==> config.mk <==
export PLATFORM = sky130hd
export DESIGN_NAME = metropolis_acceptor_with_cooling
export DESIGN_NICKNAME = d
export VERILOG_FILES = /design/src/sv/mawc_pkg.sv /design/src/sv/mawc_mul.sv /design/src/sv/mawc_div.sv /design/src/sv/metropolis_acceptor_with_cooling.sv
export SDC_FILE = /design/constraint.sdc
export NUM_CORES = 2
export LEC_CHECK = 0
export BUFFER_PORTS_ARGS = -buffer_cell sky130_fd_sc_hd__buf_2
export CORE_UTILIZATION = 28
export CTS_BUF_LIST = sky130_fd_sc_hd__clkbuf_8
export CTS_CLUSTER_DIAMETER = 30
export DETAILED_ROUTE_END_ITERATION = 10
export GPL_TIMING_DRIVEN = 0
export PLACE_DENSITY_LB_ADDON = 0.25
export SKIP_CTS_REPAIR_TIMING = 1
export SYNTH_ARGS = -nofsm -noshare
export SYNTH_HDL_FRONTEND = slang
export SYNTH_SLANG_ARGS = --single-unit
==> constraint.sdc <==
create_clock -name aclk -period 10.6 [get_ports aclk]
set_clock_uncertainty 0.05 [all_clocks]
set_input_delay 2.65 -clock aclk [delete_from_list [all_inputs] [get_ports aclk]]
set_output_delay 2.65 -clock aclk [all_outputs]
set_load 0.1 [all_outputs]
==> src/sv/mawc_pkg.sv <==
// Package for the Metropolis acceptance judge with geometric cooling.
// Holds field widths, reset values, register indexes, the exp table and the
// sequencer state type. No dependencies.
package mawc_pkg;

    localparam int TEMP_W   = 32;
    localparam int RATE_W   = 17;
    localparam int RAND_W   = 16;
    localparam int PROB_W   = 17;
    localparam int QUOT_W   = 20;
    localparam int CFG_IDX_W = 2;
    localparam int MUL_A_W  = 32;
    localparam int MUL_B_W  = 17;
    localparam int PROD_W   = MUL_A_W + MUL_B_W;

    localparam logic [TEMP_W-1:0] TEMP_RESET = 32'd65536;
    localparam logic [RATE_W-1:0] RATE_RESET = 17'd52429;
    localparam logic [MUL_B_W-1:0] LOG2E_Q16 = 17'd94548;
    localparam logic [PROB_W-1:0] PROB_ONE   = 17'd65536;
    localparam logic [4:0]        SHIFT_ZERO = 5'd17;

    // Configuration register indexes
    localparam logic [CFG_IDX_W-1:0] CFG_INIT_TEMP = 2'd0;
    localparam logic [CFG_IDX_W-1:0] CFG_COOL_RATE = 2'd1;

    // Operation codes
    localparam logic OP_JUDGE = 1'b0;
    localparam logic OP_COOL  = 1'b1;

    typedef enum logic [3:0] {
        ST_IDLE,
        ST_CHECK,
        ST_RANGE,
        ST_DIV,
        ST_LOG,
        ST_SPLIT,
        ST_EXP,
        ST_EXP_RND,
        ST_FINAL,
        ST_COOL,
        ST_DONE
    } state_t;

    // Divider status toward the sequencer
    typedef struct packed {
        logic              done;
        logic [QUOT_W-1:0] quot;
    } div_stat_t;

    // 2^(-2^(-k-1)) in Q0.16 for fraction bit 7-k
    function automatic logic [15:0] pow2_neg_frac(input logic [2:0] k);
        logic [15:0] c;
        case (k)
            3'd0:    c = 16'd46341;
            3'd1:    c = 16'd55109;
            3'd2:    c = 16'd60097;
            3'd3:    c = 16'd62757;
            3'd4:    c = 16'd64132;
            3'd5:    c = 16'd64830;
            3'd6:    c = 16'd65182;
            default: c = 16'd65359;
        endcase
        return c;
    endfunction

endpackage

==> src/sv/mawc_mul.sv <==
// Shared registered multiplier for cooling, log2 scaling and exp steps.
// Depends on mawc_pkg for operand widths.
module mawc_mul (
    input  logic                          aclk,
    input  logic [mawc_pkg::MUL_A_W-1:0]  a,
    input  logic [mawc_pkg::MUL_B_W-1:0]  b,
    output logic [mawc_pkg::PROD_W-1:0]   prod
);

    logic [mawc_pkg::PROD_W-1:0] prod_reg;

    // Register the product, one multiply per cycle
    always_ff @(posedge aclk) begin
        prod_reg <= {{mawc_pkg::MUL_B_W{1'b0}}, a} * {{mawc_pkg::MUL_A_W{1'b0}}, b};
    end

    assign prod = prod_reg;

endmodule

==> src/sv/mawc_div.sv <==
// Restoring divider: quotient of (rise << 16) / temp, one bit per cycle.
// Caller guarantees the quotient fits in QUOT_W bits. Depends on mawc_pkg.
module mawc_div (
    input  logic                          aclk,
    input  logic                          aresetn,
    input  logic                          start,
    input  logic [mawc_pkg::TEMP_W-1:0]   rise,
    input  logic [mawc_pkg::TEMP_W-1:0]   temp,
    output mawc_pkg::div_stat_t           stat
);

    logic [mawc_pkg::TEMP_W-1:0] rem_reg,  rem_next;
    logic [mawc_pkg::QUOT_W-1:0] low_reg,  low_next;
    logic [mawc_pkg::QUOT_W-1:0] quot_reg, quot_next;
    logic [4:0]                  cnt_reg,  cnt_next;
    logic                        busy_reg, busy_next;
    logic [mawc_pkg::TEMP_W:0]   shifted;
    logic [mawc_pkg::TEMP_W+1:0] trial;
    logic                        last;

    assign shifted = {rem_reg, low_reg[mawc_pkg::QUOT_W-1]};
    assign trial   = {1'b0, shifted} - {2'b00, temp};
    assign last    = (cnt_reg == 5'(mawc_pkg::QUOT_W - 1));

    // Load on start, then one compare and subtract per cycle
    always_comb begin
        rem_next  = rem_reg;
        low_next  = low_reg;
        quot_next = quot_reg;
        cnt_next  = cnt_reg;
        busy_next = busy_reg;
        if (start) begin
            rem_next  = {4'b0000, rise[mawc_pkg::TEMP_W-1:4]};
            low_next  = {rise[3:0], 16'd0};
            cnt_next  = 5'd0;
            busy_next = 1'b1;
        end else if (busy_reg) begin
            if (!trial[mawc_pkg::TEMP_W+1]) begin
                rem_next = trial[mawc_pkg::TEMP_W-1:0];
            end else begin
                rem_next = shifted[mawc_pkg::TEMP_W-1:0];
            end
            quot_next = {quot_reg[mawc_pkg::QUOT_W-2:0], ~trial[mawc_pkg::TEMP_W+1]};
            low_next  = {low_reg[mawc_pkg::QUOT_W-2:0], 1'b0};
            cnt_next  = cnt_reg + 5'd1;
            if (last) begin
                busy_next = 1'b0;
            end
        end
    end

    always_ff @(posedge aclk) begin
        if (!aresetn) begin
            busy_reg <= 1'b0;
            cnt_reg  <= 5'd0;
        end else begin
            busy_reg <= busy_next;
            cnt_reg  <= cnt_next;
        end
        rem_reg  <= rem_next;
        low_reg  <= low_next;
        quot_reg <= quot_next;
    end

    assign stat.done = busy_reg && last;
    assign stat.quot = quot_reg;

endmodule

==> src/sv/metropolis_acceptor_with_cooling.sv <==
// Channel    Direction  Payload
// s_*        in         operation, old_cost, new_cost, uniform_random
// m_*        out        accepted, temperature_now
// cfg_*      in         cfg_index, cfg_data (0 initial temperature, 1 cooling rate)
//
// One transaction at a time. A judge on a drop, an equal cost or a zero temperature
// goes from the check state straight to done; a cool or an out-of-range ratio first
// passes the cool or the range state; a rise runs 20 serial divider steps,
// one log2 multiply, then 8 exp steps, each set fraction bit adding a multiply and
// a rounding step, and a final compare. s_ready rises with the result.
// Reset is synchronous and loads the temperature with 1.0. A stalled result holds
// the sequencer in its last state; s_ready stays low until the sequencer returns
// to idle.
module metropolis_acceptor_with_cooling (
    input  logic                              aclk,
    input  logic                              aresetn,
    input  logic                              s_valid,
    output logic                              s_ready,
    input  logic                              s_operation,
    input  logic [mawc_pkg::TEMP_W-1:0]       s_old_cost,
    input  logic [mawc_pkg::TEMP_W-1:0]       s_new_cost,
    input  logic [mawc_pkg::RAND_W-1:0]       s_uniform_random,
    output logic                              m_valid,
    input  logic                              m_ready,
    output logic                              m_accepted,
    output logic [mawc_pkg::TEMP_W-1:0]       m_temperature_now,
    input  logic                              cfg_valid,
    output logic                              cfg_ready,
    input  logic [mawc_pkg::CFG_IDX_W-1:0]    cfg_index,
    input  logic [mawc_pkg::TEMP_W-1:0]       cfg_data
);

    mawc_pkg::state_t state_reg, state_next;

    logic [mawc_pkg::TEMP_W-1:0] temp_reg, temp_next;
    logic [mawc_pkg::RATE_W-1:0] rate_reg, rate_next;
    logic                        op_reg;
    logic [mawc_pkg::TEMP_W-1:0] old_reg, new_reg;
    logic [mawc_pkg::RAND_W-1:0] rnd_reg;
    logic [mawc_pkg::TEMP_W-1:0] rise_reg, rise_next;
    logic [4:0]                  n_reg, n_next;
    logic [7:0]                  f_reg, f_next;
    logic [mawc_pkg::PROB_W-1:0] p_reg, p_next;
    logic [2:0]                  k_reg, k_next;
    logic                        acc_reg, acc_next;
    logic                        m_valid_reg, m_valid_next;
    logic                        m_acc_reg, m_acc_next;
    logic [mawc_pkg::TEMP_W-1:0] m_temp_reg, m_temp_next;

    logic [mawc_pkg::MUL_A_W-1:0] mul_a;
    logic [mawc_pkg::MUL_B_W-1:0] mul_b;
    logic [mawc_pkg::PROD_W-1:0]  prod;
    logic                         div_start;
    mawc_pkg::div_stat_t          div_stat;

    logic                         in_fire;
    logic                         out_free;
    logic [33:0]                  rnd_sum;
    logic [mawc_pkg::PROB_W-1:0]  p_shift;

    assign in_fire   = s_valid && s_ready;
    assign out_free  = !m_valid_reg || m_ready;
    assign s_ready   = (state_reg == mawc_pkg::ST_IDLE);
    assign cfg_ready = 1'b1;
    assign rnd_sum   = {1'b0, prod[32:0]} + 34'd32768;
    assign p_shift   = (n_reg >= mawc_pkg::SHIFT_ZERO) ? '0 : (p_reg >> n_reg);

    mawc_mul u_mul (
        .aclk (aclk),
        .a    (mul_a),
        .b    (mul_b),
        .prod (prod)
    );

    mawc_div u_div (
        .aclk    (aclk),
        .aresetn (aresetn),
        .start   (div_start),
        .rise    (rise_reg),
        .temp    (temp_reg),
        .stat    (div_stat)
    );

    // Sequencer: next state, datapath updates and shared unit operands
    always_comb begin
        state_next   = state_reg;
        temp_next    = temp_reg;
        rate_next    = rate_reg;
        rise_next    = rise_reg;
        n_next       = n_reg;
        f_next       = f_reg;
        p_next       = p_reg;
        k_next       = k_reg;
        acc_next     = acc_reg;
        m_valid_next = m_valid_reg;
        m_acc_next   = m_acc_reg;
        m_temp_next  = m_temp_reg;
        mul_a        = '0;
        mul_b        = '0;
        div_start    = 1'b0;

        // Drop the result once taken
        if (m_valid_reg && m_ready) begin
            m_valid_next = 1'b0;
        end

        unique case (state_reg)
            mawc_pkg::ST_IDLE: begin
                if (in_fire) begin
                    state_next = mawc_pkg::ST_CHECK;
                end
            end
            mawc_pkg::ST_CHECK: begin
                acc_next = 1'b0;
                if (op_reg == mawc_pkg::OP_COOL) begin
                    mul_a      = temp_reg;
                    mul_b      = rate_reg;
                    state_next = mawc_pkg::ST_COOL;
                end else if (new_reg < old_reg) begin
                    acc_next   = 1'b1;
                    state_next = mawc_pkg::ST_DONE;
                end else if (new_reg == old_reg || temp_reg == '0) begin
                    state_next = mawc_pkg::ST_DONE;
                end else begin
                    rise_next  = new_reg - old_reg;
                    state_next = mawc_pkg::ST_RANGE;
                end
            end
            mawc_pkg::ST_RANGE: begin
                // Ratio of 16 or more gives zero probability
                if ({4'b0000, rise_reg} >= {temp_reg, 4'b0000}) begin
                    state_next = mawc_pkg::ST_DONE;
                end else begin
                    div_start  = 1'b1;
                    state_next = mawc_pkg::ST_DIV;
                end
            end
            mawc_pkg::ST_DIV: begin
                if (div_stat.done) begin
                    state_next = mawc_pkg::ST_LOG;
                end
            end
            mawc_pkg::ST_LOG: begin
                mul_a      = {{(mawc_pkg::MUL_A_W - mawc_pkg::QUOT_W){1'b0}}, div_stat.quot};
                mul_b      = mawc_pkg::LOG2E_Q16;
                state_next = mawc_pkg::ST_SPLIT;
            end
            mawc_pkg::ST_SPLIT: begin
                n_next     = prod[36:32];
                f_next     = prod[31:24];
                p_next     = mawc_pkg::PROB_ONE;
                k_next     = 3'd0;
                state_next = mawc_pkg::ST_EXP;
            end
            mawc_pkg::ST_EXP: begin
                if (f_reg[7]) begin
                    mul_a      = {15'd0, p_reg};
                    mul_b      = {1'b0, mawc_pkg::pow2_neg_frac(k_reg)};
                    state_next = mawc_pkg::ST_EXP_RND;
                end else begin
                    f_next = {f_reg[6:0], 1'b0};
                    k_next = k_reg + 3'd1;
                    if (k_reg == 3'd7) begin
                        state_next = mawc_pkg::ST_FINAL;
                    end
                end
            end
            mawc_pkg::ST_EXP_RND: begin
                // Round the product back to Q16
                p_next = rnd_sum[32:16];
                f_next = {f_reg[6:0], 1'b0};
                k_next = k_reg + 3'd1;
                if (k_reg == 3'd7) begin
                    state_next = mawc_pkg::ST_FINAL;
                end else begin
                    state_next = mawc_pkg::ST_EXP;
                end
            end
            mawc_pkg::ST_FINAL: begin
                acc_next   = ({1'b0, rnd_reg} < p_shift);
                state_next = mawc_pkg::ST_DONE;
            end
            mawc_pkg::ST_COOL: begin
                // Saturate the scaled temperature
                if (prod[48]) begin
                    temp_next = '1;
                end else begin
                    temp_next = prod[47:16];
                end
                state_next = mawc_pkg::ST_DONE;
            end
            mawc_pkg::ST_DONE: begin
                if (out_free) begin
                    m_valid_next = 1'b1;
                    m_acc_next   = acc_reg;
                    m_temp_next  = temp_reg;
                    state_next   = mawc_pkg::ST_IDLE;
                end
            end
            default: begin
                state_next = mawc_pkg::ST_IDLE;
            end
        endcase

        // Register writes
        if (cfg_valid && cfg_ready) begin
            unique case (cfg_index)
                mawc_pkg::CFG_INIT_TEMP: temp_next = cfg_data;
                mawc_pkg::CFG_COOL_RATE: rate_next = cfg_data[mawc_pkg::RATE_W-1:0];
                default: ;
            endcase
        end
    end

    // State and control registers
    always_ff @(posedge aclk) begin
        if (!aresetn) begin
            state_reg   <= mawc_pkg::ST_IDLE;
            temp_reg    <= mawc_pkg::TEMP_RESET;
            rate_reg    <= mawc_pkg::RATE_RESET;
            m_valid_reg <= 1'b0;
        end else begin
            state_reg   <= state_next;
            temp_reg    <= temp_next;
            rate_reg    <= rate_next;
            m_valid_reg <= m_valid_next;
        end
    end

    // Payload registers
    always_ff @(posedge aclk) begin
        if (in_fire) begin
            op_reg  <= s_operation;
            old_reg <= s_old_cost;
            new_reg <= s_new_cost;
            rnd_reg <= s_uniform_random;
        end
        rise_reg   <= rise_next;
        n_reg      <= n_next;
        f_reg      <= f_next;
        p_reg      <= p_next;
        k_reg      <= k_next;
        acc_reg    <= acc_next;
        m_acc_reg  <= m_acc_next;
        m_temp_reg <= m_temp_next;
    end

    assign m_valid           = m_valid_reg;
    assign m_accepted        = m_acc_reg;
    assign m_temperature_now = m_temp_reg;

endmodule

==> results.md <==
- Status: complete, but fails checks
- Failing checks: slew limit
- Rows: 127
- Post-synthesis async set-or-reset flop share: 0%
- Ys Warns: 0
- DRT Pass-1 Iters: 6
- DP HPWL: just under 100000 µm
- WL/cell: between 20 and 25 µm
- Filler cell count: 12702
- GPL Wtd Cong: just over 0.9
- Sequential share of the synthesized area: about a quarter
- CTS buffer count: between 80 and 90
- Syn Inst Count: roughly 3700
- Hold endpoint: u_div.quot_reg[13]$_DFFE_PP_
- Setup TNS: 0 ps
- Largest cells by area after synthesis: fa_1 (27%), edfxtp_1 (21%), ha_1 (8.7%), inv_1 (6.5%), nand2_1 (6.2%)
- Worst slew pin tran: 1596 ps
- Critical Path Fanout Max: 10
- CTS Sinks: 330
- Min-delay src: u_div.quot_reg[12]$_DFFE_PP_
- Placeable Area: roughly 120000 µm²
- CTS tree: built
- Relative slew slack: -6.401%
- Commonest cells in the netlist: inv_1 (584), nand2_1 (556), fa_1 (449)
- Synth-to-Final Area Change: 13.66%
- Final instance area: between 30000 and 40000 µm²
- Post-route clock period utilization: roughly 96%
- Leakage Power: between 15 and 20 nW
- Post-synthesis simple-gate area fraction: ~16%
- Worst r2r dst: u_mul.prod[34]$_DFF_P_
- Crit Path Category: reg -> reg
- Post-synth top area share: 26.54%
- Total wire length: about 120000 µm
- Hold depth: 0
- Die width: around 350 µm
- Die Area: between 100000 and 150000 µm²
- Worst R2R Start: state_reg[0]$_SDFFE_PN0P_
- Initial antenna violation count: 4
- Min-delay worst type: reg -> reg
- Nets: 4700
- Vias per cell: around 4.8
- Largest register FFs: 34
- Yosys cell types: 85
- Initial Util: roughly 28%
- Required time of the critical path: about 11000 ps
- H-tree levels: 3
- DIE HEIGHT: 349.8 µm
- Max Freq: roughly 98 MHz
- Clock tree buffer depth: 3
- Final Power: ~6.2 mW
- Post-Synth Adder-Cell Area: around a third
- Largest net degree at the start of global routing: 42
- Setup violators final: 0
- Max-cap violations: 0
- Share of cells above drive strength 1: under 10%
- I/O Pins: 156
- DRT iter0 DRCs: roughly 2100
- First-pass GRT wire length: around 170000 µm
- Mapped Area: 33860 µm²
- PortBufs: roughly 150
- Place WS: 298.7 ps
- Mux cell area share after synthesis: 1.541%
- Root Driver: clkbuf_8
- Largest family of logic cells by synthesized area: adder cells
- Master of the slowest instance on the critical path: clkbuf_1
- Post-layout util: between 30 and 40%
- Crit path DAT: between 10000 and 15000 ps
- Hold_ws: approximately 360 ps
- # DRC: 0
- CP dominant cell by count: fa_1
- Reg2Reg Depth: 29
- Ys flop type: edfxtp_1
- Post-route insts no fill: roughly 5600
- DR vias: roughly 27000
- CP Launch Type: flop
- Clk_lat worst skew: around 730 ps
- Worst Setup End Kind: flop
- Most numerous cell in the Yosys netlist: inv_1
- Max-slew violations: 5
- Clock-pin slew on the worst setup and hold paths: ~60 ps
- Post-synthesis compound-gate area fraction: under 10%
- Post-synth EDFFs: 232
- FF+latch count, synth: 330
- Cell Pwr Density: around 160 nW/µm²
- Final Hold Viols: 0
- Global router's overall resource usage: about a fifth
- Vias in the first global route: about 27000
- Syn_nets: about 4500
- RSZ-0062 raised after global routing: false
- Cell Area, Placed: 36740 µm²
- R2R Setup Slk: around 400 ps
- PnR worst setup slack: approximately 400 ps
- Fin crit period: between 10000 and 15000 ps
- Placed Cells incl. Taps: between 5000 and 6000
- Congestion Overflow GR: 0
- Slowest stage delay, CP: ~730 ps
- Xor-xnor portion of the synthesized cell area: 2.638%
- Area leader, netlist: fa_1
- Routed Antenna Nets: 0
- Syn Area/Cell: a little over 9 µm²
- Antenna Cells: 0
- Worst IR Drop VDD: about 300 µV
cell type report:
| type | count | area [µm²] | share of cell area, % |
|---|---|---|---|
| sequential | 330 | 8929 | 23.20 |
| clock inverter | 65 | 539.3 | 1.401 |
| buffer | 163 | 624.3 | 1.622 |
| inverter | 587 | 2203 | 5.724 |
| timing repair buffer | 156 | 833.3 | 2.165 |
| tap | 1612 | 2017 | 5.240 |
| clock buffer | 88 | 1211 | 3.147 |
| multi-input combinational | 2573 | 22140 | 57.51 |
cell families (layout without fill, tap and decap cells):
family | after synthesis | in the layout
and+or+nand+nor | 1238 | 1238
buffers and inverters | 751 | 1059
adders and majority gates | 685 | 685
AOI/OAI and AO/OA | 500 | 500
DFF | 330 | 330
xor gates and xnor gates | 102 | 102
muxes | 47 | 47
other | 1 | 1
cells in the final DEF, fill, tap and decap left out, types with 8 or more instances in the layout:
cell type,count
a211o_1,8
a211oi_1,49
a21boi_0,10
a21o_1,63
a21oi_1,166
a31oi_1,20
and2_1,30
and3_1,41
and4_1,12
buf_2,160
clkbuf_1,149
clkbuf_8,88
clkinv_1,13
clkinv_2,15
clkinvlp_4,9
dfxtp_1,98
edfxtp_1,232
fa_1,449
ha_1,236
inv_1,598
mux2i_1,33
nand2_1,555
nand2b_1,24
nand3_1,64
nand4_1,18
nor2_1,316
nor2b_1,60
nor3_1,65
nor4_1,13
o211ai_1,11
o21a_1,15
o21ai_0,47
o21ai_1,22
o21bai_1,13
or3_1,9
xnor2_1,52
xor2_1,50
critical path: cells and delay by family (launching register included):
family,cells,cell delay (ps)
adders and majority gates,7,3550
DFF,1,300
buffers and inverters,7,2140
AOI/OAI and AO/OA,7,2000
xor gates and xnor gates,1,160
and+or+nand+nor,7,1860
worst max path at each step:
stage / startpoint / end / slack (ps)
detailed placement: state_reg[0]$_SDFFE_PN0P_ / u_mul.prod[47]$_DFF_P_ / 300
finish: state_reg[0]$_SDFFE_PN0P_ / u_mul.prod[34]$_DFF_P_ / 400
floorplan: k_reg[0]$_SDFFCE_PP0P_ / u_mul.prod[34]$_DFF_P_ / 2670
global route: state_reg[0]$_SDFFE_PN0P_ / u_mul.prod[47]$_DFF_P_ / 2
CTS: state_reg[0]$_SDFFE_PN0P_ / u_mul.prod[47]$_DFF_P_ / 250
global placement: state_reg[0]$_SDFFE_PN0P_ / u_mul.prod[47]$_DFF_P_ / 290
layer usage:
metal | vias up | GRT usage [%] | routed length [µm]
met3 | 185 | 3.875 | 9397
met5 | - | 0 | 9
met2 | 1063 | 30.45 | 52570
met4 | 2 | 6.695 | 4234
li1 | 12349 | - | -
met1 | 13249 | 26.47 | 51830
report_power, final:
group	total, mW	internal (mW)	switching (mW)
clock	1.64	0.935	0.705
combinational	2.68	0.928	1.75
sequential	1.93	1.76	0.162
Power figures use the tool's default switching activity.
